## config.mk

```make
export PLATFORM = sky130hd
export DESIGN_NAME = two_digit_seven_segment_pwm_mux
export DESIGN_NICKNAME = d
export VERILOG_FILES = /design/src/sspm_pkg.sv /design/src/sspm_apb_regs.sv /design/src/sspm_digit_load.sv /design/src/sspm_pwm_scan.sv /design/src/two_digit_seven_segment_pwm_mux.sv
export SDC_FILE = /design/constraint.sdc
export NUM_CORES = 1
export LEC_CHECK = 0
export ABC_AREA = 1
export BUFFER_PORTS_ARGS = -buffer_cell sky130_fd_sc_hd__buf_2
export CORE_MARGIN = 4
export CORE_UTILIZATION = 35
export DETAILED_ROUTE_END_ITERATION = 10
export HOLD_SLACK_MARGIN = 0.05
export SLEW_MARGIN = 20
export SYNTH_ARGS = -nofsm -noshare
export SYNTH_HDL_FRONTEND = slang
export SYNTH_HIERARCHICAL = 1
export SYNTH_SLANG_ARGS = --single-unit
```

## constraint.sdc

```tcl
create_clock -name clk -period 1.9 [get_ports clk]
set_input_delay 0.38 -clock clk [delete_from_list [all_inputs] [get_ports clk]]
set_output_delay 0.38 -clock clk [all_outputs]
set_load 0.01 [all_outputs]
```

## src/sspm_pkg.sv

```systemverilog
// ---------------------------------------------------------------------------
// sspm_pkg
// shared codes, types and segment table of the seven-segment driver
// ---------------------------------------------------------------------------
package sspm_pkg;

	// action codes of an input word
	localparam logic [1:0] ACT_TICK = 2'd0;
	localparam logic [1:0] ACT_HEX  = 2'd1;
	localparam logic [1:0] ACT_RAW  = 2'd2;

	// register indexes (paddr[2])
	localparam logic REG_BRIGHTNESS = 1'b0;
	localparam logic REG_POLARITY   = 1'b1;

	localparam logic [6:0] BRIGHTNESS_MAX = 7'd100;

	typedef struct packed {
		logic [6:0] brightness;
		logic       anode;
	} cfg_t;

	typedef struct packed {
		logic       load_hex;
		logic       load_raw;
		logic [7:0] left_value;
		logic [7:0] right_value;
	} load_t;

	// hex value to segments a..g, dp off; 16 and up blank
	function automatic logic [7:0] hex_to_pattern(input logic [7:0] v);
		logic [7:0] p;
		p = 8'h00;
		if (v[7:4] == 4'h0) begin
			unique case (v[3:0])
				4'h0: p = 8'h3F;
				4'h1: p = 8'h06;
				4'h2: p = 8'h5B;
				4'h3: p = 8'h4F;
				4'h4: p = 8'h66;
				4'h5: p = 8'h6D;
				4'h6: p = 8'h7D;
				4'h7: p = 8'h07;
				4'h8: p = 8'h7F;
				4'h9: p = 8'h6F;
				4'hA: p = 8'h77;
				4'hB: p = 8'h7C;
				4'hC: p = 8'h39;
				4'hD: p = 8'h5E;
				4'hE: p = 8'h79;
				4'hF: p = 8'h71;
			endcase
		end
		return p;
	endfunction

endpackage

```

## src/sspm_apb_regs.sv

```systemverilog
// ---------------------------------------------------------------------------
// sspm_apb_regs
// apb register file: brightness (saturating) and polarity
// ---------------------------------------------------------------------------
module sspm_apb_regs (
	input  logic         clk,
	input  logic         arst_n,
	input  logic         psel,
	input  logic         penable,
	input  logic         pwrite,
	input  logic [2:0]   paddr,
	input  logic [31:0]  pwdata,
	output logic [31:0]  prdata,
	output logic         pready,
	output sspm_pkg::cfg_t cfg
);
	import sspm_pkg::*;

	logic [6:0] brightness_q;
	logic       anode_q;
	logic       wr_en;
	logic [6:0] wr_bright;

	assign pready = 1'b1;
	assign wr_en  = psel & penable & pwrite;

	// saturate brightness writes
	assign wr_bright = (pwdata[6:0] > BRIGHTNESS_MAX) ? BRIGHTNESS_MAX : pwdata[6:0];

	always_ff @(posedge clk or negedge arst_n) begin
		if (!arst_n) begin
			brightness_q <= BRIGHTNESS_MAX;
			anode_q      <= 1'b0;
		end else if (wr_en) begin
			unique case (paddr[2])
				REG_BRIGHTNESS: brightness_q <= wr_bright;
				REG_POLARITY:   anode_q      <= pwdata[0];
			endcase
		end
	end

	always_comb begin
		prdata = 32'h0;
		unique case (paddr[2])
			REG_BRIGHTNESS: prdata = {25'h0, brightness_q};
			REG_POLARITY:   prdata = {31'h0, anode_q};
		endcase
	end

	assign cfg.brightness = brightness_q;
	assign cfg.anode      = anode_q;

endmodule

```

## src/sspm_digit_load.sv

```systemverilog
// ---------------------------------------------------------------------------
// sspm_digit_load
// digit pattern registers with hex decode or raw mask load
// ---------------------------------------------------------------------------
module sspm_digit_load (
	input  logic           clk,
	input  logic           arst_n,
	input  sspm_pkg::load_t ld,
	output logic [7:0]     left_pattern,
	output logic [7:0]     right_pattern
);
	import sspm_pkg::*;

	logic [7:0] left_q;
	logic [7:0] right_q;

	always_ff @(posedge clk or negedge arst_n) begin
		if (!arst_n) begin
			left_q  <= 8'h00;
			right_q <= 8'h00;
		end else if (ld.load_hex) begin
			left_q  <= hex_to_pattern(ld.left_value);
			right_q <= hex_to_pattern(ld.right_value);
		end else if (ld.load_raw) begin
			left_q  <= ld.left_value;
			right_q <= ld.right_value;
		end
	end

	assign left_pattern  = left_q;
	assign right_pattern = right_q;

endmodule

```

## src/sspm_pwm_scan.sv

```systemverilog
// ---------------------------------------------------------------------------
// sspm_pwm_scan
// pwm slice counter, digit turn and pin level generation per tick
// ---------------------------------------------------------------------------
module sspm_pwm_scan #(
	parameter int PWM_SLICES = 100
) (
	input  logic           clk,
	input  logic           arst_n,
	input  logic           tick,
	input  sspm_pkg::cfg_t cfg,
	input  logic [7:0]     left_pattern,
	input  logic [7:0]     right_pattern,
	output logic [7:0]     seg_levels,
	output logic           left_level,
	output logic           right_level
);
	import sspm_pkg::*;

	localparam int SW = $clog2(PWM_SLICES);
	localparam logic [SW-1:0] SLICE_LAST = SW'(PWM_SLICES - 1);

	logic [SW-1:0] slice_q;
	logic          left_turn_q;
	logic          lit;
	logic [7:0]    mask;
	logic          left_on;
	logic          right_on;

	assign lit = {{(8-SW){1'b0}}, slice_q} < {1'b0, cfg.brightness};

	always_ff @(posedge clk or negedge arst_n) begin
		if (!arst_n) begin
			slice_q     <= '0;
			left_turn_q <= 1'b1;
		end else if (tick) begin
			slice_q     <= (slice_q == SLICE_LAST) ? '0 : slice_q + 1'b1;
			left_turn_q <= ~left_turn_q;
		end
	end

	always_comb begin
		mask     = 8'h00;
		left_on  = 1'b0;
		right_on = 1'b0;
		if (lit) begin
			if (left_turn_q) begin
				mask    = left_pattern;
				left_on = 1'b1;
			end else begin
				mask     = right_pattern;
				right_on = 1'b1;
			end
		end
	end

	// anode: segments active low, enables active high; cathode the reverse
	assign seg_levels  = cfg.anode ? ~mask : mask;
	assign left_level  = ~(left_on ^ cfg.anode);
	assign right_level = ~(right_on ^ cfg.anode);

endmodule

```

## src/two_digit_seven_segment_pwm_mux.sv

```systemverilog
// ---------------------------------------------------------------------------
// two_digit_seven_segment_pwm_mux
// two-digit multiplexed seven-segment driver with pwm brightness
// ---------------------------------------------------------------------------
//
//   channel  | handshake                     | payload
//   ---------+-------------------------------+-------------------------------------
//   item     | item_valid / item_ready       | action, left_value, right_value
//   result   | result_valid / result_ready   | segment_levels, left/right_enable_level
//   config   | psel, penable, pwrite, pready | paddr, pwdata, prdata
//
// one word per cycle while no tick word waits on a stalled result; a tick word
// passes the input register, then shows its result from the result register
// the input register and the result register each hold one word; load and
// ignored words retire from the input register without touching the result side
// a stalled result only holds back a tick word behind it; item_ready stays high
// whenever result_ready is high
// reset (arst_n low) clears patterns to blank, slice to zero, turn to left,
// brightness to full and polarity to common cathode
// ---------------------------------------------------------------------------
module two_digit_seven_segment_pwm_mux #(
	parameter int PWM_SLICES = 100
) (
	input  logic        clk,
	input  logic        arst_n,
	// item channel
	input  logic        item_valid,
	output logic        item_ready,
	input  logic [1:0]  action,
	input  logic [7:0]  left_value,
	input  logic [7:0]  right_value,
	// result channel
	output logic        result_valid,
	input  logic        result_ready,
	output logic [7:0]  segment_levels,
	output logic        left_enable_level,
	output logic        right_enable_level,
	// configuration
	input  logic        psel,
	input  logic        penable,
	input  logic        pwrite,
	input  logic [2:0]  paddr,
	input  logic [31:0] pwdata,
	output logic [31:0] prdata,
	output logic        pready
);
	import sspm_pkg::*;

	// input register
	logic       valid_s1;
	logic [1:0] action_s1;
	logic [7:0] left_s1;
	logic [7:0] right_s1;

	// result register
	logic       result_valid_q;
	logic [7:0] seg_q;
	logic       left_en_q;
	logic       right_en_q;

	cfg_t       cfg;
	load_t      ld;
	logic [7:0] left_pattern;
	logic [7:0] right_pattern;
	logic [7:0] seg_levels;
	logic       left_level;
	logic       right_level;

	logic       is_tick_s1;
	logic       out_free;
	logic       go_s1;
	logic       tick;
	logic       take_in;

	sspm_apb_regs u_regs (
		.clk     (clk),
		.arst_n  (arst_n),
		.psel    (psel),
		.penable (penable),
		.pwrite  (pwrite),
		.paddr   (paddr),
		.pwdata  (pwdata),
		.prdata  (prdata),
		.pready  (pready),
		.cfg     (cfg)
	);

	// the word in the input register retires when it is a load or ignored
	// word, or a tick and the result register can take a new word
	assign is_tick_s1 = (action_s1 == ACT_TICK);
	assign out_free   = ~result_valid_q | result_ready;
	assign go_s1      = valid_s1 & (~is_tick_s1 | out_free);
	assign tick       = go_s1 & is_tick_s1;

	assign item_ready = ~valid_s1 | go_s1;
	assign take_in    = item_valid & item_ready;

	always_ff @(posedge clk or negedge arst_n) begin
		if (!arst_n) begin
			valid_s1 <= 1'b0;
		end else if (item_ready) begin
			valid_s1 <= item_valid;
		end
	end

	// payload of the input register, no reset needed
	always_ff @(posedge clk) begin
		if (take_in) begin
			action_s1 <= action;
			left_s1   <= left_value;
			right_s1  <= right_value;
		end
	end

	// pattern loads happen when the load word retires
	assign ld.load_hex    = go_s1 & (action_s1 == ACT_HEX);
	assign ld.load_raw    = go_s1 & (action_s1 == ACT_RAW);
	assign ld.left_value  = left_s1;
	assign ld.right_value = right_s1;

	sspm_digit_load u_load (
		.clk           (clk),
		.arst_n        (arst_n),
		.ld            (ld),
		.left_pattern  (left_pattern),
		.right_pattern (right_pattern)
	);

	sspm_pwm_scan #(
		.PWM_SLICES (PWM_SLICES)
	) u_scan (
		.clk           (clk),
		.arst_n        (arst_n),
		.tick          (tick),
		.cfg           (cfg),
		.left_pattern  (left_pattern),
		.right_pattern (right_pattern),
		.seg_levels    (seg_levels),
		.left_level    (left_level),
		.right_level   (right_level)
	);

	// result register valid
	always_ff @(posedge clk or negedge arst_n) begin
		if (!arst_n) begin
			result_valid_q <= 1'b0;
		end else if (out_free) begin
			result_valid_q <= tick;
		end
	end

	// result payload, loaded with each tick
	always_ff @(posedge clk) begin
		if (tick) begin
			seg_q      <= seg_levels;
			left_en_q  <= left_level;
			right_en_q <= right_level;
		end
	end

	assign result_valid       = result_valid_q;
	assign segment_levels     = seg_q;
	assign left_enable_level  = left_en_q;
	assign right_enable_level = right_en_q;

endmodule

```

### Yosys cells after proc, flatten, opt, wreduce, memory -nomap -nowiden

Memories as Yosys holds them, arrays and structs flattened. A register that Yosys moved wholly into a read port is not among the register bits.
Index checks and enable logic that the tools add are counted.

| cells by class | value |
|---|---|
| $add $sub $neg | 1 |
| multipliers | 0 |
| div/mod/pow operators | 0 |
| $lt $le $gt $ge | 2 |
| equal/unequal tests | 3 |
| shift-type cells | 0 |
| muxes and demuxes | 18 |
| bitwise operators | 20 |
| reduce and logical (&&, ||, !) cells | 6 |

Operators by type and width:

| operator | count |
|---|---|
| 8-bit two-way mux | 9 |
| 32-bit case mux with 2 select lines | 1 |
| 7-bit two-way mux | 2 |
| 4-bit logical NOT | 2 |
| 4-bit two-way mux | 2 |
| 8-bit inverter | 1 |
| 7-bit by 1-bit adder with 7-bit output (second input constant) | 1 |
| 1-bit bitwise AND | 7 |
| 7-bit equality test (second input constant) | 1 |
| 7-bit > comparator (second input constant) | 1 |
| 7-bit less-than comparator | 1 |
| 1-bit inverter | 7 |
| 1-bit two-way mux | 4 |
| 2-bit AND reduction | 2 |
| 1-bit OR | 3 |
| 2-bit by 1-bit equality test with 1-bit output (second input constant) | 1 |
| 2-bit equality test (second input constant) | 1 |
| 2-bit logical NOT | 1 |
| 2-bit nonzero test | 1 |
| 1-bit XOR | 2 |

| storage, ports and cells | value |
|---|---|
| register bits | 62 |
| latch bits | 0 |
| RAM bits | 0 |
| bits in read-only memories | 224 |
| input port bits | 60 |
| output and inout bits | 45 |
| logic and storage cells | 66 |
| memories kept | 2 |

Memories:

| name | depth | bits a word | rd ports | clocked after Yosys merged registers in | write ports | line | source |
|---|---|---|---|---|---|---|---|
| (name not given) | 16 | 7 | 1 | 1 | 0 | sspm_pkg.sv:35 | `unique case (v[3:0])` |
| (name not given) | 16 | 7 | 1 | 1 | 0 | sspm_pkg.sv:35 |  |

### Longest topological paths before layout

| depth | value |
|---|---|
| word-level depth | 7 |
| mapped depth | 11 |
| gate-level depth less buffers | 10 |

### Modules after synthesis

The synthesis kept the hierarchy.

By module, submodules not included:

| module | instances | cells an instance | area an instance (sq um) | sequential area each (sq um) |
|---|---|---|---|---|
| sspm_digit_load | 1 | 193 | 1306.3 | 400.4 |
| two_digit_seven_segment_pwm_mux | 1 | 47 | 959.7 | 890.9 |
| sspm_pwm_scan | 1 | 150 | 912.1 | 201.4 |
| sspm_apb_regs | 1 | 92 | 676.9 | 203.9 |

### Worst setup path after synthesis

Ideal clock, no wire load.

| timing path | value |
|---|---|
| path type | register to register |
| from | reg action_s1[0] |
| to | reg u_scan.slice_q[6] |
| setup time | 117 ps |
| arrival | 1725 ps |
| required time | 1783 ps |
| setup slack | 58 ps |
| cell stages (with the launch flop) | 10 |
| path buffers | 1 |
| clock period less this slack | 1842 ps |
| path through | edfxtp_1 nor2_2 nand2_1 nor2_1 buf_6 nand2_1 nor2_2 nand3_1 nor2_1 nor2_1 |

| on the way | value |
|---|---|
| cells in the longest elaborated chain, start to end | 5 |

Ends and longest elaborated chain:

| item | line | source |
|---|---|---|
| start, declared | two_digit_seven_segment_pwm_mux.sv:51 | `logic [1:0] action_s1;` |
| start signal, assigned | two_digit_seven_segment_pwm_mux.sv:109 | `action_s1 <= action;` |
| 2-bit logical NOT (*) | two_digit_seven_segment_pwm_mux.sv:90 | `assign is_tick_s1 = (action_s1 == ACT_TICK);` |
| 1-bit inverter | two_digit_seven_segment_pwm_mux.sv:92 | `assign go_s1 = valid_s1 & (~is_tick_s1 \| out_free);` |
| 1-bit OR | two_digit_seven_segment_pwm_mux.sv:92 |  |
| 1-bit bitwise AND | two_digit_seven_segment_pwm_mux.sv:92 |  |
| 1-bit bitwise AND (*) | two_digit_seven_segment_pwm_mux.sv:93 | `assign tick = go_s1 & is_tick_s1;` |
| net tick | two_digit_seven_segment_pwm_mux.sv:72 | `logic tick;` |
| end signal, assigned | sspm_pwm_scan.sv:37 | `slice_q <= (slice_q == SLICE_LAST) ? '0 : slice_q + 1'b1;` |
| end, declared | sspm_pwm_scan.sv:23 | `logic [SW-1:0] slice_q;` |

Mark *: on every way through the listed nets, which the timed path passes. The rest lies on a longest branch.
A chain may end at the register's enable or synchronous reset.

### Final worst setup path

| timing path | value |
|---|---|
| from | reg u_scan.slice_q[4] |
| to | reg seg_q[4], in the netlist segment_levels[4], data pin |

| on the way | value |
|---|---|
| cells in the longest elaborated chain, start to end | 4 |

Ends and longest elaborated chain:

| item | line | source |
|---|---|---|
| 7-bit less-than comparator (*) | sspm_pwm_scan.sv:30 | `assign lit = {{(8-SW){1'b0}}, slice_q} < {1'b0, cfg.brightness};` |
| 8-bit two-way mux (*) | sspm_pwm_scan.sv:46 | `if (lit) begin` |
| 8-bit inverter | sspm_pwm_scan.sv:58 | `assign seg_levels = cfg.anode ? ~mask : mask;` |
| 8-bit two-way mux (*) | sspm_pwm_scan.sv:58 |  |
| net seg_levels[4] | two_digit_seven_segment_pwm_mux.sv:65 | `logic [7:0] seg_levels;` |
| end signal, assigned | two_digit_seven_segment_pwm_mux.sv:155 | `seg_q <= seg_levels;` |
| end, declared | two_digit_seven_segment_pwm_mux.sv:57 | `logic [7:0] seg_q;` |

Marked as above.

==> impl_results.md <==
* Status: finished, final reports clean
* Post-synthesis adder-cell area fraction at 6.17%
* Max Clk Rate at 0.548 GHz
* CP arrival at 1910 ps
* Critical path type: reg -> reg
* Sequential share of the synthesized area at 44.0%
* WL final at 7.82 mm
* Longest Clk Path Bufs at 2
* Remaining global-route overflow at 0
* Clock root cell: clkbuf_8
* Worst IR Drop VDD at 0.375 mV
* Total CTS buffers at 9
* Post-synthesis mux area share at 0%
* DR WL/cell at 11.5 um
* Net Sw Frac at 34.9%
* Pre-antenna DRT Iters at 4
* CTS tree: yes
* Fin Hold WS at 108 ps
* Slew Limit Fails at 0
* Clock latency on the worst-skew pair at 330 ps
* Synth-to-Final Area Change at 17.0%
* Complex-gate fraction of the synthesized area at 5.00%
* #FFs+latches synth at 62
* Critical path launch point type: flop
* Share of cells above drive strength 1 at 19.9%
* Power Density at 1040 nW/um2
* H-tree levels at 3
* Yosys cell types at 34
* Via count at 3150
* XOR/XNOR Fraction of Synth Area at 0.682%
* Setup crit end kind: flop
* Gate Count Post-Synth at 482
* Dpl hpwl at 5.63 mm
* Maximum fanout along the worst path at 6
* Die Height at 113 um
* Worst Max-Slew Pin Slew at 746 ps
* NetSw at 0.00163 W
* Yosys warns at 6
* Setup TNS at 0 ps
* Largest family of logic cells by synthesized area: simple AND/OR/NAND/NOR gates
* Antenna-violating nets left at 0
* DR DRC count at 0
* Synthesized area at 3850 um2
* Required @ worst endpoint at 1990 ps
* Antenna diodes at 0
* I/O pins at 105
* Vias per cell at 4.61
* Die W at 113 um
* First-pass GRT wire length at 12.6 mm
* Final period util at 96.1%
* Clock transition at path regs at 60 ps
* DIE AREA at 12800 um2
* Vias in the first global route at 2753
* Iteration-0 DRC Markers at 134
* Worst setup path startpoint: u_scan/slice_q[4]
* Final net count at 617
* Setup Viol. Count Final at 0
* Maximum number of pins on one net before global-route repair at 35
* Syn Area/Cell at 8.00 um2
* Simple-gate share of the synthesized area at 29.9%
* Antenna violations before repair at 0
* Port bufs at 51
* Max-cap viol count at 0
* Rel. slew slack at 50.3%
* Worst reg2reg path startpoint: u_scan/slice_q[4]
* Final RePlAce weighted congestion at 0.853
* Core Footprint at 10800 um2
* HP Class: in -> async
* Crit path time final at 1830 ps
* Pleak at 2.26 nW
* Reg power frac at 40.0%
* CTS Sinks at 62
* Clock power frac at 24.0%
* GRT Total Usage at 12.0%
* Final hold violations at 0
* Worst Clk Skew at 5.12 ps
* Initial Util at 35.7%
* Internal Power at 0.00304 W
* Row cnt at 38
* Part of the power in combinational logic at 35.9%
[cells in the mapped netlist, drive strengths merged]
| library cell | instances | area, um2 |
|---|---|---|
| xor2 | 3 | 26.3 |
| o21ai | 22 | 114 |
| dfrtp | 30 | 751 |
| clkinv | 3 | 16.3 |
| edfxtp | 28 | 841 |
| nor2 | 51 | 220 |
| a21oi | 15 | 78.8 |
| ha | 19 | 238 |
| conb | 2 | 7.51 |
| inv | 51 | 199 |
| dfstp | 4 | 105 |
| clkbuf | 2 | 8.75 |
| buf | 40 | 319 |
| nor3 | 2 | 21.3 |
| nand2 | 151 | 577 |
| nand3 | 45 | 230 |
| nand4 | 14 | 103 |
[critical path, stage by stage (launching register included)]
cell	delay, ps
dfrtp_1	450
ha_1	320
nand2_1	70
nand2_1	90
a21oi_4	270
clkbuf_16	190
nand3_1	70
nand2_1	60
nand2_1	60
[timing repair]
action	CTS	global route
setup buffers	0	1
setup endpoints to repair	0	8
gates resized for setup	0	14
hold buffers	0	0
[power by group through the flow]
stage | Sequential (W) | Combinational, W | Clock [W]
final | 0.00187 | 0.00168 | 0.00112
after global routing | 0.00190 | 0.00189 | 0.00122
after CTS | 0.00186 | 0.00130 | 0.00116
after detailed placement | 0.00189 | 0.00129 | 0
after global placement | 0.00188 | 0.00126 | 0
after floorplan | 0.00181 | 0.00105 | 0
[cell families after synthesis]
family / Yosys count
XOR/XNOR: 3
AO/OA/AOI/OAI: 37
adder cells (fa/ha/maj): 19
flip-flops: 62
other: 2
buffers and inverters: 96
AND/OR/NAND/NOR: 263
[worst paths after layout]
kind / slack [ps] / cells after the start / endpoint
worst min register to register: 480 / 2 / u_load/right_pattern[7]
worst max register to register: 70 / 8 / segment_levels[4]
max in group asynchronous: 1310 / 1 / u_load/right_pattern[4]
min in group clk: 220 / 1 / right_s1[3]
worst min-delay path: 110 / 1 / u_scan/slice_q[6]
worst max-delay path: 70 / 8 / segment_levels[4]
[stage by stage]
| stage | instances | setup WS [ps] | utilization [%] | area [um2] | total power, W |
|---|---|---|---|---|---|
| global placement | 662 | 123 | 38.3 | 4140 | 0.00314 |
| finish | 683 | 74.1 | 41.8 | 4510 | 0.00467 |
| global route | 683 | -26.6 | 41.8 | 4510 | 0.00502 |
| detailed placement | 662 | 90.5 | 38.3 | 4140 | 0.00318 |
| floorplan | 506 | 58.4 | - | 3950 | 0.00286 |
| CTS | 678 | 74.0 | 40.1 | 4330 | 0.00432 |
[layout make-up]
class / count / area, um2
inverter: 54 / 215
sequential: 62 / 1700
timing repair buffer: 63 / 457
clock buffer: 16 / 191
tap: 140 / 175
fill: 1094 / 6280
multi-input combinational: 348 / 1770
[registers in the layout (all words and copies together), names as in the netlist]
| register | count |
|---|---|
| right_enable_level | 1 |
| u_regs/anode_q | 1 |
| result_valid | 1 |
| right_s1 | 8 |
| u_load/left_pattern | 8 |
| action_s1 | 2 |
| segment_levels | 8 |
| left_s1 | 8 |
| valid_s1 | 1 |
| u_scan/left_turn_q | 1 |
| u_load/right_pattern | 8 |
| u_regs/brightness_q | 7 |
| u_scan/slice_q | 7 |
| left_enable_level | 1 |
[metal layers]
layer  vias to the layer above  global-route usage (%)  routed length [um]
met5                         -                       0                   0
met4                         0                    4.09                 110
met3                        14                    2.73                 485
met2                        95                    18.9                3670
met1                      1441                    16.4                3550
li1                       1600                       -                   -
[cell usage in the layout, fill, tap and decap left out]
cell type,synthesis,final
nand2_1,149,144
nor2_8,1,1
nor3_4,1,1
clkinv_4,1,1
nand4_4,1,1
nor2_1,47,46
nor2_2,2,3
a21oi_4,0,1
buf_4,30,4
buf_2,3,51
clkbuf_8,0,11
o21ai_0,20,20
a21oi_1,14,13
inv_2,3,4
nand3_1,44,44
nor3_1,1,1
edfxtp_1,28,28
buf_6,7,1
o21ai_2,1,1
nand2_4,1,2
inv_1,45,44
clkbuf_16,0,5
o21ai_1,1,1
dfstp_2,4,4
ha_1,19,16
a21oi_2,1,1
nor2_4,1,1
buf_12,0,3
dfrtp_1,30,30
nand4_1,13,13
clkbuf_1,1,4
inv_4,3,3
conb_1,2,26
clkinv_1,2,2
ha_4,0,3
xor2_1,3,3
nand3_2,1,1
nand2_2,1,5
Note: power is estimated with default switching activity, not from simulation.
